File: config.mk
export PLATFORM = sky130hd
export DESIGN_NAME = slc_div_cell
export DESIGN_NICKNAME = d
export VERILOG_FILES = /design/src/rtl/core/spring_length_constraint_macros.svh /design/src/rtl/core/slc_pkg.sv /design/src/rtl/core/slc_div_cell.sv
export SDC_FILE = /design/constraint.sdc
export NUM_CORES = 1
export LEC_CHECK = 0
export BUFFER_PORTS_ARGS = -buffer_cell sky130_fd_sc_hd__buf_2
export CORE_AREA = 5 5 475 477
export CTS_BUF_LIST = sky130_fd_sc_hd__clkbuf_2 sky130_fd_sc_hd__clkbuf_4 sky130_fd_sc_hd__clkbuf_8
export CTS_CLUSTER_DIAMETER = 100
export DETAILED_ROUTE_END_ITERATION = 8
export DIE_AREA = 0 0 480 482
export RECOVER_POWER = 25
export SKIP_CTS_REPAIR_TIMING = 1
export SLEW_MARGIN = 15
export SYNTH_ARGS = -nofsm -noshare
export SYNTH_HDL_FRONTEND = slang
export SYNTH_SLANG_ARGS = --single-unit
File: constraint.sdc
create_clock -name clock -period 4.25 [get_ports clock]
set_clock_uncertainty 0.1 [all_clocks]
set_input_delay 0.2125 -clock clock [delete_from_list [all_inputs] [get_ports clock]]
set_output_delay 0.2125 -clock clock [all_outputs]
set_load 0.02 [all_outputs]
File: src/rtl/core/spring_length_constraint_macros.svh
// ----------------------------------------------------------------------------
// Assertion macros for the spring length constraint block
// Each macro expands to one labeled concurrent assertion on clock / reset.
// ----------------------------------------------------------------------------
`ifndef SPRING_LENGTH_CONSTRAINT_MACROS_SVH
`define SPRING_LENGTH_CONSTRAINT_MACROS_SVH

// antecedent implies consequent in the same cycle
`define SLC_ASSERT_IMP(label, ante, cons, msg) \
   label: assert property (@(posedge clock) disable iff (reset) (ante) |-> (cons)) \
      else $error(msg);

// antecedent implies consequent in the next cycle
`define SLC_ASSERT_NXT(label, ante, cons, msg) \
   label: assert property (@(posedge clock) disable iff (reset) (ante) |=> (cons)) \
      else $error(msg);

`endif

File: src/rtl/core/slc_pkg.sv
`timescale 1ns / 1ps
// ----------------------------------------------------------------------------
// slc_pkg
// Shared widths, types and codes of the spring length constraint pipeline.
// ----------------------------------------------------------------------------
package slc_pkg;

   localparam int SLC_FRACTION_BITS = 16;
   localparam int SLC_COORD_W       = 32;
   localparam int SLC_LIM_W         = 31;
   localparam int SLC_MAG_W         = 33;
   localparam int SLC_SUM_W         = 66;
   localparam int SLC_LEN_W         = 33;
   localparam int SLC_SQRT_STEPS    = 33;
   localparam int SLC_REM_W         = 36;
   localparam int SLC_DREM_W        = 34;
   localparam int SLC_KD_W          = 65;
   localparam int SLC_REQ_W         = 320;
   localparam int SLC_RSP_W         = 192;

   typedef enum logic [1:0] {
      ACT_NONE    = 2'd0,
      ACT_STRETCH = 2'd1,
      ACT_SQUEEZE = 2'd2,
      ACT_PULL    = 2'd3
   } action_type;

   typedef struct packed {
      logic [2:0][SLC_COORD_W-1:0] first;
      logic [2:0][SLC_COORD_W-1:0] second;
      logic [2:0][SLC_MAG_W-1:0]   mag;
      logic [2:0]                  neg;
      logic [SLC_COORD_W-1:0]      stiffness;
      logic [SLC_LIM_W-1:0]        rest;
      logic [SLC_LIM_W-1:0]        maxl;
      logic [SLC_LIM_W-1:0]        minl;
   } slc_pay_type;

endpackage

File: src/rtl/core/slc_div_cell.sv
`timescale 1ns / 1ps
// ----------------------------------------------------------------------------
// slc_div_cell
// One restoring division step for the three direction lanes, shared divisor.
// ----------------------------------------------------------------------------
module slc_div_cell
   import slc_pkg::*;
#(
   parameter int QW = SLC_FRACTION_BITS + 1
) (
   input  logic                        clock,
   input  logic                        reset,
   input  logic                        en,
   input  logic                        up_vld,
   input  logic [2:0][SLC_DREM_W-1:0]  up_rem,
   input  logic [2:0][QW-1:0]          up_quo,
   input  logic [SLC_LEN_W-1:0]        up_len,
   input  slc_pay_type                 up_pay,
   output logic                        dn_vld,
   output logic [2:0][SLC_DREM_W-1:0]  dn_rem,
   output logic [2:0][QW-1:0]          dn_quo,
   output logic [SLC_LEN_W-1:0]        dn_len,
   output slc_pay_type                 dn_pay
);

   logic                       vld_ff;
   logic [2:0][SLC_DREM_W-1:0] rem_ff, rem_in;
   logic [2:0][QW-1:0]         quo_ff, quo_in;
   logic [SLC_LEN_W-1:0]       len_ff;
   slc_pay_type                pay_ff;
   logic [SLC_DREM_W-1:0]      diff;
   logic                       take;

   always_comb begin
      rem_in = '0;
      quo_in = '0;
      diff   = '0;
      take   = 1'b0;
      for (int i = 0; i < 3; i++) begin
         take = up_rem[i] >= {1'b0, up_len};
         diff = up_rem[i] - {1'b0, up_len};
         // remainder stays below the divisor, so the top bit drops out
         if (take) begin
            rem_in[i] = {diff[SLC_DREM_W-2:0], 1'b0};
         end else begin
            rem_in[i] = {up_rem[i][SLC_DREM_W-2:0], 1'b0};
         end
         quo_in[i] = {up_quo[i][QW-2:0], take};
      end
   end

   always_ff @(posedge clock) begin
      if (reset) begin
         vld_ff <= 1'b0;
      end else if (en) begin
         vld_ff <= up_vld;
      end
   end

   always_ff @(posedge clock) begin
      if (en) begin
         rem_ff <= rem_in;
         quo_ff <= quo_in;
         len_ff <= up_len;
         pay_ff <= up_pay;
      end
   end

   assign dn_vld = vld_ff;
   assign dn_rem = rem_ff;
   assign dn_quo = quo_ff;
   assign dn_len = len_ff;
   assign dn_pay = pay_ff;

endmodule
==> run metrics <==
first-pass detailed-route iteration total=5; Port Buf Inserts=between 1000 and 1500; CP cell instances=dlygate4sd3_1 -> clkbuf_1 -> inv_1 -> ha_1 -> nor2_1 -> a21oi_1 -> a41oi_2 -> o31a_1 -> o211ai_2 -> a21o_1 -> buf_12 -> mux2_1 -> dlygate4sd3_1; Reg-to-Reg Start=dn_vld$_SDFFE_PP0P_; share of the synthesized area in the top cell type=72.14%; asr flop ratio synth=0%; number of synthesized register bits=between 600 and 700; synth top area cells=edfxtp_1 (72%), ha_1 (4.9%), a21oi_1 (3.0%); Clock Sinks=~600; crit path launch=up_len[7]; post-synth top area cell=edfxtp_1; Reg-to-Reg End=dn_vld$_SDFFE_PP0P_; fmax=~240 MHz; Post-Layout Cell Count=7000; vias in the first global route=20630; EDFF count, synth=around 600; largest net degree at the start of global routing=88; largest buffer count on any clock path=3; pwr dens=393.1 nW/um2; TritonCTS Buffers=112; Slew Limit Fails=0; CTS tree=built; slowest stage cell on the critical path=a21o_1; clk_lat worst skew=790 ps; final instance area=46450 um2; Vias=~25000; global route overflow=0; Reg clk slew, reported paths=60 ps; Max Cap Viol=0; total power=between 15000 and 20000 uW; clk root buf=clkbuf_8; r2r setup slk=2950 ps; worst hold path class=in -> reg; setup slack after layout=45.94 ps; Place WS=403.7 ps; Multi-input gate area=roughly 6500 um2; crit path kind=in -> reg; post-detail-place hpwl=170.1 mm; Storage cell area=18100 um2; filler cell count=23850; Seq/Total Area, Yosys=a little over 70%; Synth Instances=1660; routed vias/inst=3.591; Routability Congestion=0.9065; CP dominant cell by count=dlygate4sd3_1; worst-path maximum fanout=26; Max-slew headroom=43.52%; count leader, synth=edfxtp_1; row cnt=between 150 and 200; CTS HTree Levels=3; Largest stage delay, worst path=590 ps; Global Route Usage Sum=15.59%; nets=around 4600; Initial Utilization=a little under an eighth; outcome=complete, no violations; Worst-Margin Slew=between 800 and 900 ps; io pins=1215; Worst EP required=between 4000 and 5000 ps; Max IR drop VDD=0.2669 mV; Inst Count DP=5832; Critical Path AT=4670 ps; top_reg_cell synth=edfxtp_1; static leakage=0.01879 uW; DRC viols=0; Final Critical Period=~4200 ps; HP Start=up_pay[103]; Syn Area/Cell=15.10 um2; Warnings, synthesis=0; area grow syn2layout=85.38%; drt initial violations=1634; die area=roughly 230000 um2; Worst Setup End Kind=flip-flop; routed len/inst=28.36 um; Post-Syn Area=25060 um2; Cell Area, Placed=34950 um2; Post-synth top cells=edfxtp_1 (602), a21oi_1 (150), nor2_1 (127); layout cells sized above 1=about a third; ANT nets after route=0; global-route wire length before repair=230.3 mm; fin crit share=98.92%; Worst setup SP type=input port; core area=221000 um2; # setup viols final=0; CP endpoint=dn_rem[80]$_DFFE_PP_; Fin. Hold Viols=0; Die Y=482 um; Post-Route WL=198.5 mm; post-synth cell types=82; antenna violations before repair=approximately 210; r2r worst-path depth=3; Die W=approximately 480 um
[layer usage]
metal	wire length [um]	share of wire, %	vias up	track usage (%)
li1	-	-	10940	-
met1	65790	33	12040	15.48
met2	109800	55	1571	30.94
met3	14650	7.4	553	4.608
met4	8120	4.1	34	4.576
met5	213	0.11	-	0
[power breakdown]
| part | switching (uW) | internal [uW] |
|---|---|---|
| Clock | 2840 | 3530 |
| Sequential | 287 | 7220 |
| Combinational | 2770 | 1620 |
[area by class of cell]
type | instances | share of cell area [%]
clock inverter | 68 | 1.533
antenna | 62 | 0.3340
multi-input combinational | 943 | 13.92
tap | 2975 | 8.013
timing repair buffer | 2135 | 32.84
inverter | 70 | 0.5656
clock buffer | 144 | 3.835
sequential | 603 | 38.96
[how the worst min path moves through the flow]
stage	endpoint	cells past startpoint	slack, ps
after floorplan	dn_vld$_SDFFE_PP0P_	1	180
after global placement	dn_vld$_SDFFE_PP0P_	2	280
after detailed placement	dn_vld$_SDFFE_PP0P_	2	270
after CTS	dn_pay[189]$_DFFE_PP_	1	-790
after global routing	dn_rem[98]$_DFFE_PP_	3	-30
final	dn_pay[103]$_DFFE_PP_	2	60
[cell usage in the layout, fill, tap and decap left out, drive strengths merged, types with 12 or more instances in the layout]
cell	count
a211oi	13
a21o	41
a21oi	151
and3	14
buf	1164
bufinv	12
clkbuf	221
clkinv	44
diode	62
dlygate4sd3	894
edfxtp	602
ha	99
inv	75
mux2	19
nand2	72
nand3	26
nand4	20
nor2	127
nor3	22
o211ai	13
o21a	16
o21ai	72
o21bai	17
xnor2	47
xor2	27
[registers in the layout, indices dropped and copies added (netlist names)]
signal / flops
dn_pay: 419
dn_quo: 51
dn_len: 33
dn_vld: 1
dn_rem: 99
[kinds of logic after synthesis]
| family | after synthesis | share of synthesized area (%) |
|---|---|---|
| compound gates | 404 | 10.61 |
| xor+xnor | 74 | 2.586 |
| fa+ha+maj | 102 | 5.183 |
| buf+inv | 116 | 2.007 |
| flops | 603 | 72.22 |
| mux | 22 | 0.9736 |
| other cells | 1 | 0.01496 |
| simple gates | 338 | 6.411 |
[critical path: cells and delay by family]
| kind | cells | cell delay [ps] |
|---|---|---|
| AND/OR/NAND/NOR | 1 | 60 |
| adder cells (fa/ha/maj) | 1 | 410 |
| AO/OA/AOI/OAI | 5 | 1650 |
| multiplexers | 1 | 330 |
| buffers and inverters | 5 | 1990 |
[through the flow]
step | utilization, % | hold WS [ps] | TNS [ps]
CTS | 16.94 | -790.4 | 0
finish | 21.02 | 58.16 | 0
detailed placement | 15.82 | 270.6 | 0
floorplan | - | 184.9 | 0
global placement | 15.82 | 275.5 | 0
global route | 20.98 | -30.58 | -11.36
No activity file was read; power rests on OpenSTA's default activity.
