===== config.mk =====
export PLATFORM = sky130hd
export DESIGN_NAME = slc_sqrt_cell
export DESIGN_NICKNAME = d
export VERILOG_FILES = /design/src/rtl/core/spring_length_constraint_macros.svh /design/src/rtl/core/slc_pkg.sv /design/src/rtl/core/slc_sqrt_cell.sv
export SDC_FILE = /design/constraint.sdc
export NUM_CORES = 1
export LEC_CHECK = 0
export ABC_AREA = 1
export BUFFER_PORTS_ARGS = -buffer_cell sky130_fd_sc_hd__buf_2
export CORE_AREA = 4 4 433 435
export CTS_CLUSTER_SIZE = 16
export DETAILED_ROUTE_END_ITERATION = 8
export DIE_AREA = 0 0 437 439
export PLACE_DENSITY = 0.3
export SLEW_MARGIN = 25
export SYNTH_ARGS = -nofsm -noshare
export SYNTH_HDL_FRONTEND = slang
export SYNTH_SLANG_ARGS = --single-unit

===== constraint.sdc =====
create_clock -name clock -period 4.7 [get_ports clock]
set_input_delay 1.41 -clock clock [delete_from_list [all_inputs] [get_ports clock]]
set_output_delay 1.41 -clock clock [all_outputs]
set_load 0.02 [all_outputs]

===== src/rtl/core/spring_length_constraint_macros.svh =====
// ----------------------------------------------------------------------------
// Assertion macros for the spring length constraint block
// Each macro expands to one labeled concurrent assertion on clock / reset.
// ----------------------------------------------------------------------------
`ifndef SPRING_LENGTH_CONSTRAINT_MACROS_SVH
`define SPRING_LENGTH_CONSTRAINT_MACROS_SVH

// antecedent implies consequent in the same cycle
`define SLC_ASSERT_IMP(label, ante, cons, msg) \
   label: assert property (@(posedge clock) disable iff (reset) (ante) |-> (cons)) \
      else $error(msg);

// antecedent implies consequent in the next cycle
`define SLC_ASSERT_NXT(label, ante, cons, msg) \
   label: assert property (@(posedge clock) disable iff (reset) (ante) |=> (cons)) \
      else $error(msg);

`endif


===== src/rtl/core/slc_pkg.sv =====
`timescale 1ns / 1ps
// ----------------------------------------------------------------------------
// slc_pkg
// Shared widths, types and codes of the spring length constraint pipeline.
// ----------------------------------------------------------------------------
package slc_pkg;

   localparam int SLC_FRACTION_BITS = 16;
   localparam int SLC_COORD_W       = 32;
   localparam int SLC_LIM_W         = 31;
   localparam int SLC_MAG_W         = 33;
   localparam int SLC_SUM_W         = 66;
   localparam int SLC_LEN_W         = 33;
   localparam int SLC_SQRT_STEPS    = 33;
   localparam int SLC_REM_W         = 36;
   localparam int SLC_DREM_W        = 34;
   localparam int SLC_KD_W          = 65;
   localparam int SLC_REQ_W         = 320;
   localparam int SLC_RSP_W         = 192;

   typedef enum logic [1:0] {
      ACT_NONE    = 2'd0,
      ACT_STRETCH = 2'd1,
      ACT_SQUEEZE = 2'd2,
      ACT_PULL    = 2'd3
   } action_type;

   typedef struct packed {
      logic [2:0][SLC_COORD_W-1:0] first;
      logic [2:0][SLC_COORD_W-1:0] second;
      logic [2:0][SLC_MAG_W-1:0]   mag;
      logic [2:0]                  neg;
      logic [SLC_COORD_W-1:0]      stiffness;
      logic [SLC_LIM_W-1:0]        rest;
      logic [SLC_LIM_W-1:0]        maxl;
      logic [SLC_LIM_W-1:0]        minl;
   } slc_pay_type;

endpackage


===== src/rtl/core/slc_sqrt_cell.sv =====
`timescale 1ns / 1ps
// ----------------------------------------------------------------------------
// slc_sqrt_cell
// One restoring square root step: two radicand bits in, one root bit out.
// ----------------------------------------------------------------------------
module slc_sqrt_cell
   import slc_pkg::*;
(
   input  logic                   clock,
   input  logic                   reset,
   input  logic                   en,
   input  logic                   up_vld,
   input  logic [SLC_SUM_W-1:0]   up_rad,
   input  logic [SLC_REM_W-1:0]   up_rem,
   input  logic [SLC_LEN_W-1:0]   up_root,
   input  slc_pay_type            up_pay,
   output logic                   dn_vld,
   output logic [SLC_SUM_W-1:0]   dn_rad,
   output logic [SLC_REM_W-1:0]   dn_rem,
   output logic [SLC_LEN_W-1:0]   dn_root,
   output slc_pay_type            dn_pay
);

   logic                 vld_ff;
   logic [SLC_SUM_W-1:0] rad_ff, rad_in;
   logic [SLC_REM_W-1:0] rem_ff, rem_in;
   logic [SLC_LEN_W-1:0] root_ff, root_in;
   slc_pay_type          pay_ff;
   logic [SLC_REM_W-1:0] shifted, trial;

   always_comb begin
      shifted = {up_rem[SLC_REM_W-3:0], up_rad[SLC_SUM_W-1 -: 2]};
      trial   = {1'b0, up_root, 2'b01};
      rad_in  = {up_rad[SLC_SUM_W-3:0], 2'b00};
      if (shifted >= trial) begin
         rem_in  = shifted - trial;
         root_in = {up_root[SLC_LEN_W-2:0], 1'b1};
      end else begin
         rem_in  = shifted;
         root_in = {up_root[SLC_LEN_W-2:0], 1'b0};
      end
   end

   always_ff @(posedge clock) begin
      if (reset) begin
         vld_ff <= 1'b0;
      end else if (en) begin
         vld_ff <= up_vld;
      end
   end

   always_ff @(posedge clock) begin
      if (en) begin
         rad_ff  <= rad_in;
         rem_ff  <= rem_in;
         root_ff <= root_in;
         pay_ff  <= up_pay;
      end
   end

   assign dn_vld  = vld_ff;
   assign dn_rad  = rad_ff;
   assign dn_rem  = rem_ff;
   assign dn_root = root_ff;
   assign dn_pay  = pay_ff;

endmodule


==> results of run 1 <==
-- cells by family after synthesis --
logic type | after synthesis | share of synthesized area
compound gates | 44 | 0.01243
xor+xnor | 19 | 0.008310
fa+ha+maj | 35 | 0.02187
buf+inv | 147 | 0.03093
flops | 553 | 0.8288
mux | 1 | 0.0004999
other cells | 1 | 0.0001873
simple gates | 445 | 0.09698
-- synth_stat cells (8+ instances only) --
library cell / number
o21ai_0: 8
nand2_2: 31
nor2_1: 57
ha_1: 35
inv_1: 137
xor2_1: 18
edfxtp_1: 552
nand3_1: 27
a21oi_1: 28
nand3b_1: 11
nand3_2: 11
nand2_1: 289
-- worst min-delay path by stage --
stage,startpoint,endpoint,depth (start not counted)
finish,dn_vld,dn_vld,2
global route,dn_vld,dn_vld,2
CTS,dn_vld,dn_vld,2
detailed placement,dn_vld,dn_vld,2
global placement,dn_vld,dn_vld,2
floorplan,dn_vld,dn_vld,2
-- per-layer routing --
| layer | global-route usage | vias up |
|---|---|---|
| li1 | - | 6816 |
| met1 | 0.1120 | 7081 |
| met2 | 0.2110 | 682 |
| met3 | 0.03582 | 223 |
| met4 | 0.03854 | 18 |
| met5 | 0 | - |
-- registers in the layout, summed over array words and instances, names as in the netlist --
name and flops:
dn_pay 419, dn_rad 64, dn_rem 36, dn_root 33, dn_vld 1
-- cell type report --
class                      count  area, um^2  share of cell area
tap                         2464        3083             0.09861
sequential                   553       16600              0.5308
timing repair buffer        1128        5818              0.1861
antenna                       19       47.55            0.001521
multi-input combinational    546        2813             0.08996
inverter                     138       518.0             0.01657
clock inverter                48       421.7             0.01349
clock buffer                  88        1968             0.06295
-- per-stage QoR --
stage / worst slack [ps] / hold WS, ps / utilization / std cells
after global placement: 729.6 / 525.4 / 0.1575 / 4829
after global routing: 1325 / 568.0 / 0.1707 / 4977
after floorplan: 1631 / 578.8 / - / 1246
after CTS: 1477 / 531.1 / 0.1705 / 4965
final: 1509 / 525.3 / 0.1708 / 4984
after detailed placement: 713.7 / 503.0 / 0.1575 / 4829
-- report_power, final --
part / internal, mW / switching, mW
Sequential: 5.90 / 0.131
Combinational: 0.600 / 1.38
Clock: 3.24 / 2.36
Total: 9.74 / 3.88
-- worst max-delay path, delay by kind of cell --
family / cells / cell delay, ps
compound gates: 1 / 220
simple gates: 8 / 1020
buf+inv: 5 / 670
fa+ha+maj: 1 / 340
==> metrics.md, run 1 <==
| Metric | Value |
|---|---|
| Status | finished clean |
| Post-synth EDFFs | between 500 and 600 |
| R2r startpoint | dn_vld |
| Cells after synthesis | 1245 |
| Die area | 191800 um^2 |
| Skew-Pair Late Insertion Delay | 670 ps |
| # hold bufs at CTS | 0 |
| Worst path arrival time | between 3000 and 4000 ps |
| Met3 Wirelength | 7.498 mm |
| CP cell instances | buf_2 > inv_1 > ha_1 > nand2_2 > inv_1 > nand2_1 > nand2_1 > a21oi_1 > nand3_2 > nand3_2 > nand2_2 > inv_2 > buf_12 > nand2_1 > nand2_1 |
| Residual DRC | 0 |
| Initial core utilization | 0.1094 |
| Highest-count cells in the layout ignoring fill and taps | buf_2, edfxtp_1, nand2_1, inv_1, clkbuf_16 |
| Initial antenna violation count | 80 |
| Area grow syn2layout | 56.14% |
| RSZ-0062 raised after global routing | false |
| CP required | 5200 ps |
| Crit Path Max Fanout | 26 |
| Mean post-synth cell area | 16.08 um^2 |
| Port buffer count | 1108 |
| Global router's overall resource usage | 0.1106 |
| First-pass GRT wire length | 141.9 mm |
| Rows | 157 |
| Pwr Total | 13.62 mW |
| Routed length per instance | 22.39 um |
| TritonCTS clock tree | yes |
| Crit-path most repeated cell | nand2_1 |
| FFs w/ async S/R, synth | 0 |
| Mapped Area | 20020 um^2 |
| Final setup vio count | 0 |
| Die Span Y | 439 um |
| Layout cells sized above 1 | 0.5130 |
| DRT iter0 DRCs | 760 |
| Uppermost layer routed | met5 |
| Final period util | 0.6788 |
| Final WL | ~110 mm |
| FF+latch count, synth | 553 |
| PD cells | between 400 and 500 nW/um^2 |
| CP Launch Point | up_root[16] |
| Max cap viols | 0 |
| Crit Path Class | in2reg |
| Worst r2r path cells | 2 |
| Register area share after synthesis | 0.8288 |
| P_leak | 13.27 nW |
| End of the worst register-to-register path | dn_vld |
| Filler cell count | 20485 |
| H-tree depth | 3 |
| IO Count | between 1000 and 1500 |
| Remaining Overflow, GRT | 0 |
| Relative slew slack | 0.4944 |
| Root Driver | clkbuf_16 |
| Final Cell Area | around 31000 um^2 |
| Clk slew on worst S/H paths | 60 ps |
| R2R setup slack | 4110 ps |
| ANT nets after route | 0 |
| Clk_skew | 0 ps |
| Area after DPL | 28830 um^2 |
| Predominant post-synthesis flop cell | edfxtp_1 |
| Worst Hold Class | reg2reg |
| Detailed Routing Iterations Pass 1 | 5 |
| Via count | 14820 |
| Final Slew Violations | 0 |
| Die Wd | 437 um |
| Final Hold Fails | 0 |
| Routability cong. | 0.8298 |
| Post-layout min period | approximately 3200 ps |
| Post-CTS sizing | 0 |
| Worst vdd rail ir drop | 218.8 uV |
| Critical Path End | dn_rem[15] |
| Leading area contributor after synthesis | edfxtp_1 |
| Vias in the first global route | 15060 |
| Vias per cell | 2.974 |
| Final net count | 3036 |
| Metal-1 WL | slightly below 40 mm |
| CP Capture Type | flop |
| Clock tree buffer depth | 3 |
| Total CTS buffers | 76 |
| DP Wirelength | 93.66 mm |
| Synth cell types | 29 |
| Largest net degree at the start of global routing | 63 |
| Yosys top cell area share | 0.8278 |
| CP max stage delay | 340 ps |
| Core area | 183100 um^2 |
| Most common cell after layout, fill and taps aside | buf_2 |
| Least-Margin Pin Slew | 758.4 ps |
| Setup TNS Final | 0 ps |
| Worst path slowest cell | ha_1 |
| Post-CTS Setup Repair Bufs | 0 |
| Sink Count | 553 |
| Met2 wire len | 62.13 mm |
| Fmax | approximately 310 MHz |
| Largest cells by area after synthesis | edfxtp_1, nand2_1, inv_1 |
| Critical path launch point type | input pin |
| Synthesis Warnings | 0 |
Power figures use the tool's default switching activity.
==> run 2: changes to the inputs <==
==> constraint.sdc (replaced) <==
create_clock -name clock -period 3.2 [get_ports clock]
set_input_delay 0.96 -clock clock [delete_from_list [all_inputs] [get_ports clock]]
set_output_delay 0.96 -clock clock [all_outputs]
set_load 0.02 [all_outputs]
==> metrics.md, run 2 (synthesis gave the netlist of run 1 again) <==
| Metric | Value |
|---|---|
| Hold slack final | 435.4 ps |
| Die Span Y | 439 um |
| Initial antenna violation count | 79 |
| Crit Path Max Fanout | 24 |
| Final setup vio count | 0 |
| CP Capture Type | flop |
| H-tree depth | 3 |
| Worst r2r path cells | 2 |
| Port buffer count | roughly 1100 |
| Vias in the first global route | 15284 |
| Final WS setup | 747.0 ps |
| R2r startpoint | dn_vld |
| Clk slew on worst S/H paths | 60 ps |
| WP buf/inv | 4 |
| Skew-Pair Late Insertion Delay | just under 700 ps |
| Clk_skew | 0 ps |
| CP top delay family | simple AND/OR/NAND/NOR gates |
| Worst path slowest cell | ha_1 |
| Final Cell Area | between 30000 and 40000 um^2 |
| CP required | roughly 3600 ps |
| Via count | around 15000 |
| Multi-input logic area | 2813 um^2 |
| CP cell instances | buf_2 > inv_1 > ha_1 > nand2_1 > nor2_2 > and2_1 > nand3_1 > nand3_1 > nor2_1 > nand2_2 > inv_2 > buf_12 > nand2_1 > nand2_1 |
| Post-layout min period | 2453 ps |
| Final WL | 111.3 mm |
| PD cells | 636.1 nW/um^2 |
| Core area | between 150000 and 200000 um^2 |
| Final Hold Fails | 0 |
| Global router's overall resource usage | 0.1103 |
| Root Driver | clkbuf_16 |
| Detailed Routing Iterations Pass 1 | 4 |
| TritonCTS clock tree | yes |
| Total CTS buffers | 73 |
| Die Wd | 437 um |
| Crit-path most repeated cell | nand2_1 |
| Worst hold path cell count | 2 |
| Final Slew Violations | 0 |
| Area grow syn2layout | 58.49% |
| IO Count | 1113 |
| Remaining Overflow, GRT | 0 |
| Most common cell after layout, fill and taps aside | buf_2 |
| First-pass GRT wire length | about 140 mm |
| ANT nets after route | 0 |
| Largest net degree at the start of global routing | 62 |
| Initial core utilization | 0.1094 |
| Max cap viols | 0 |
| Die area | between 150000 and 200000 um^2 |
| Final period util | 0.7666 |
| Highest-count cells in the layout ignoring fill and taps | buf_2, edfxtp_1, nand2_1, inv_1, clkbuf_16 |
| Post-CTS sizing | 0 |
| Fmax | 407.7 MHz |
| Routed length per instance | between 20 and 25 um |
| Clock tree buffer depth | 3 |
| Status | finished clean |
| Sink Count | 553 |
| Setup WS pre-CTS | about 4.2 ps |
| Layout cells sized above 1 | 0.5258 |
| Area after DPL | between 20000 and 30000 um^2 |
| Filler cell count | 20470 |
| Routability cong. | 0.8098 |
| Residual DRC | 0 |
| Critical path launch point type | input pin |
| P_leak | ~14 nW |
| Worst Hold Class | in2reg |
| Vias per cell | 2.978 |
| R2R setup slack | ~2600 ps |
| Final net count | 3095 |
| CP max stage delay | around 350 ps |
| Sequential standard cell area | 16600 um^2 |
| Worst path arrival time | between 2000 and 3000 ps |
| Rows | roughly 160 |
| Worst Min Path Start | reset |
| # hold bufs at CTS | 0 |
| DRT iter0 DRCs | 728 |
| Crit Path Class | in2reg |
| End of the worst register-to-register path | dn_vld |
| Post-CTS Setup Repair Bufs | 0 |
| Least-Margin Pin Slew | 694.3 ps |
| Worst vdd rail ir drop | 333.1 uV |
| Max reg flops | about 420 |
| Relative slew slack | 0.5371 |
| DP Wirelength | 94.40 mm |
| RSZ-0062 raised after global routing | false |
| Worst hold endpoint | dn_vld |
==> run 2: changes by cell type in the layout (fill, tap and decap cells not counted), sizes merged <==
cell,change
clkbuf,-2
diode,-8
bufinv,+3
clkinvlp,-1
buf,+62
clkinv,-5
==> run 2: final cells by class <==
type | count | area share
antenna | 11 | 0.0008673
clock buffer | 86 | 0.06044
clock inverter | 45 | 0.01569
inverter | 138 | 0.01632
multi-input combinational | 546 | 0.08863
sequential | 553 | 0.5229
tap | 2464 | 0.09714
timing repair buffer | 1190 | 0.1980
==> run 2: routing by layer <==
metal / GRT usage / up-vias / wire (um)
li1: - / 6907 / -
met1: 0.1112 / 7171 / 38580
met2: 0.2156 / 663 / 62310
met3: 0.03479 / 224 / 7184
met4: 0.03032 / 24 / 3094
met5: 0 / - / 149
==> run 2: worst max path at each step <==
stage / start / to / slack (ps) / depth (start not counted)
6_report: up_root[7] / dn_rem[14] / 750 / 14
5_1_grt: up_root[27] / dn_rem[14] / 560 / 15
4_1_cts: dn_rem[17] / dn_rem[17] / 620 / 1
3_5_place_dp: up_root[29] / dn_rem[26] / 4 / 15
3_3_place_gp: up_root[10] / dn_rem[33] / -3 / 14
2_1_floorplan: up_root[17] / dn_rem[18] / 580 / 14
==> run 2: stage by stage <==
stage               utilization  instances  power (mW)  setup TNS, ps
global placement         0.1600       4891       12.13         -2.807
detailed placement       0.1600       4891       12.11              0
CTS                      0.1732       5022       20.71              0
global route             0.1733       5026       21.17              0
finish                   0.1733       5033       20.19              0
floorplan                     -       1246       10.31              0
==> run 2: report_power, final <==
part | internal, mW | switching [mW]
Sequential | 8.67 | 0.202
Clock | 4.90 | 3.44
Combinational | 0.965 | 2.02
Total | 14.5 | 5.66
==> run 3: changes to the inputs <==
==> constraint.sdc (replaced) <==
create_clock -name clock -period 2.1 [get_ports clock]
set_input_delay 0.63 -clock clock [delete_from_list [all_inputs] [get_ports clock]]
set_output_delay 0.63 -clock clock [all_outputs]
set_load 0.02 [all_outputs]
==> metrics.md, run 3 (synthesis gave the netlist of run 1 again) <==
| Metric | Value |
|---|---|
| Pwr Total | 31.33 mW |
| Routability cong. | roughly 0.86 |
| Initial antenna violation count | 89 |
| Final Hold Fails | 0 |
| DRT iter0 DRCs | 778 |
| CP required | 1470 ps |
| Post-layout min period | roughly 2000 ps |
| Total CTS buffers | 75 |
| IO Count | 1113 |
| CP max stage delay | 540 ps |
| Port buffer count | 1108 |
| End of the worst register-to-register path | dn_vld |
| Final net count | between 3000 and 4000 |
| Detailed Routing Iterations Pass 1 | 5 |
| Worst r2r path cells | 2 |
| Sink Count | 553 |
| Most common cell after layout, fill and taps aside | buf_2 |
| Setup WS pre-CTS | -706.7 ps |
| P_leak | between 10 and 15 nW |
| Final period util | 0.9813 |
| H-tree depth | 3 |
| Clk_skew | 0 ps |
| RSZ-0062 raised after global routing | true |
| R2R setup slack | approximately 1500 ps |
| Worst hold path cell count | 1 |
| Worst path arrival time | 1430 ps |
| R2r startpoint | dn_vld |
| Die area | 191800 um^2 |
| Clk slew on worst S/H paths | 60 ps |
| Residual DRC | 0 |
| Largest net degree at the start of global routing | 64 |
| Final WL | 115.9 mm |
| Status | finished clean |
| Final WS setup | 39.18 ps |
| Worst hold endpoint | dn_rad[64] |
| CP Capture Type | output port |
| Initial core utilization | 0.1094 |
| Worst path slowest cell | edfxtp_1 |
| Setup TNS Final | 0 ps |
| Crit Path Class | reg2out |
| Crit Path Max Fanout | 1 |
| Worst vdd rail ir drop | 479.8 uV |
| First-pass GRT wire length | ~150 mm |
| Max reg flops | 419 |
| Remaining Overflow, GRT | 0 |
| Vias per cell | 2.997 |
| Worst Hold Class | in2reg |
| Clock tree buffer depth | 3 |
| PD cells | around 940 nW/um^2 |
| Core area | 183100 um^2 |
| Via count | ~15000 |
| Rows | 157 |
| TritonCTS clock tree | yes |
| Fmax | 485.2 MHz |
| CP top delay family | flip-flops |
| Layout Utilization | 0.1814 |
| Final setup vio count | 0 |
| Final Cell Area | 33200 um^2 |
| Worst Min Path Start | up_rad[62] |
| Die Span Y | 439 um |
| Area grow syn2layout | 65.82% |
| WP buf/inv | 1 |
| DP Wirelength | 98.81 mm |
| CP cell instances | buf_6 |
| Global router's overall resource usage | 0.1155 |
| Root Driver | clkbuf_16 |
| Routed length per instance | 22.59 um |
| Filler cell count | 20312 |
| Critical path launch point type | flop |
| ANT nets after route | 0 |
| Vias in the first global route | 16049 |
| Highest-count cells in the layout ignoring fill and taps | buf_2, edfxtp_1, nand2_1, buf_4, inv_1 |
| Final Slew Violations | 0 |
| Die Wd | 437 um |
| Layout cells sized above 1 | 0.5626 |
| Skew-Pair Late Insertion Delay | 700 ps |
| Area after DPL | 30610 um^2 |
| Max cap viols | 0 |
## run 3: cell count changes in the layout (fill, tap and decap cells not counted), moves of 4 or more
| cell | previous run | this run |
|---|---|---|
| buf_4 | 73 | 152 |
| inv_2 | 1 | 5 |
| nand2_4 | 0 | 6 |
| buf_2 | 1107 | 1097 |
| dlygate4sd3_1 | 0 | 4 |
| nand2_1 | 289 | 279 |
| ha_4 | 0 | 33 |
| inv_4 | 0 | 4 |
| ha_1 | 35 | 2 |
| clkbuf_1 | 11 | 18 |
| nand2_2 | 31 | 35 |
| inv_1 | 137 | 127 |
| buf_6 | 0 | 9 |
| buf_12 | 9 | 21 |
## run 3: worst max path at each step
stage | from | end | slack, ps | cells after the start
detailed placement | up_root[29] | dn_rem[29] | -710 | 15
global placement | up_root[29] | dn_rem[28] | -740 | 15
global route | dn_rad[12] | dn_rad[12] | -70 | 1
floorplan | up_root[7] | dn_rem[18] | -50 | 16
finish | dn_rad[12] | dn_rad[12] | 40 | 1
CTS | dn_rad[12] | dn_rad[12] | -80 | 1
## run 3: repair_timing
action                     in CTS  in global routing
hold endpoints to repair        4                  0
gates resized for setup        19                  5
setup buffers                   0                  2
pin swaps                       0                  1
hold buffers                    4                  0
setup endpoints to repair      10                 41
## run 3: per-stage QoR
stage          std cells  hold WS [ps]
3_5_place_dp        4979         577.3
6_report            5131         103.4
4_1_cts             5121        0.9109
2_1_floorplan       1246         578.8
3_3_place_gp        4979         562.5
5_1_grt             5125         15.79
## run 3: layer usage
metal  up-vias  track usage  part of all wire
met5         -            0           0.00038
met3       245      0.03120             0.058
met1      7377       0.1149              0.34
li1       7093            -                 -
met2       658       0.2338              0.57
met4         6      0.02670             0.026
## run 3: layout make-up
type,instances,area (um^2),area share
inverter,138,545.5,0.01643
tap,2464,3083,0.09285
clock buffer,93,1944,0.05856
timing repair buffer,1284,7208,0.2171
antenna,8,20.02,0.0006029
multi-input combinational,546,3312,0.09974
sequential,553,16600,0.4998
clock inverter,45,495.5,0.01492
## run 3: power breakdown
part	switching, mW	internal (mW)	leakage [nW]	total, mW
Combinational	3.20	1.78	7.57	4.98
Clock	5.42	7.42	1.17	12.8
Sequential	0.300	13.2	5.41	13.5
Total	8.92	22.4	14.1	31.3
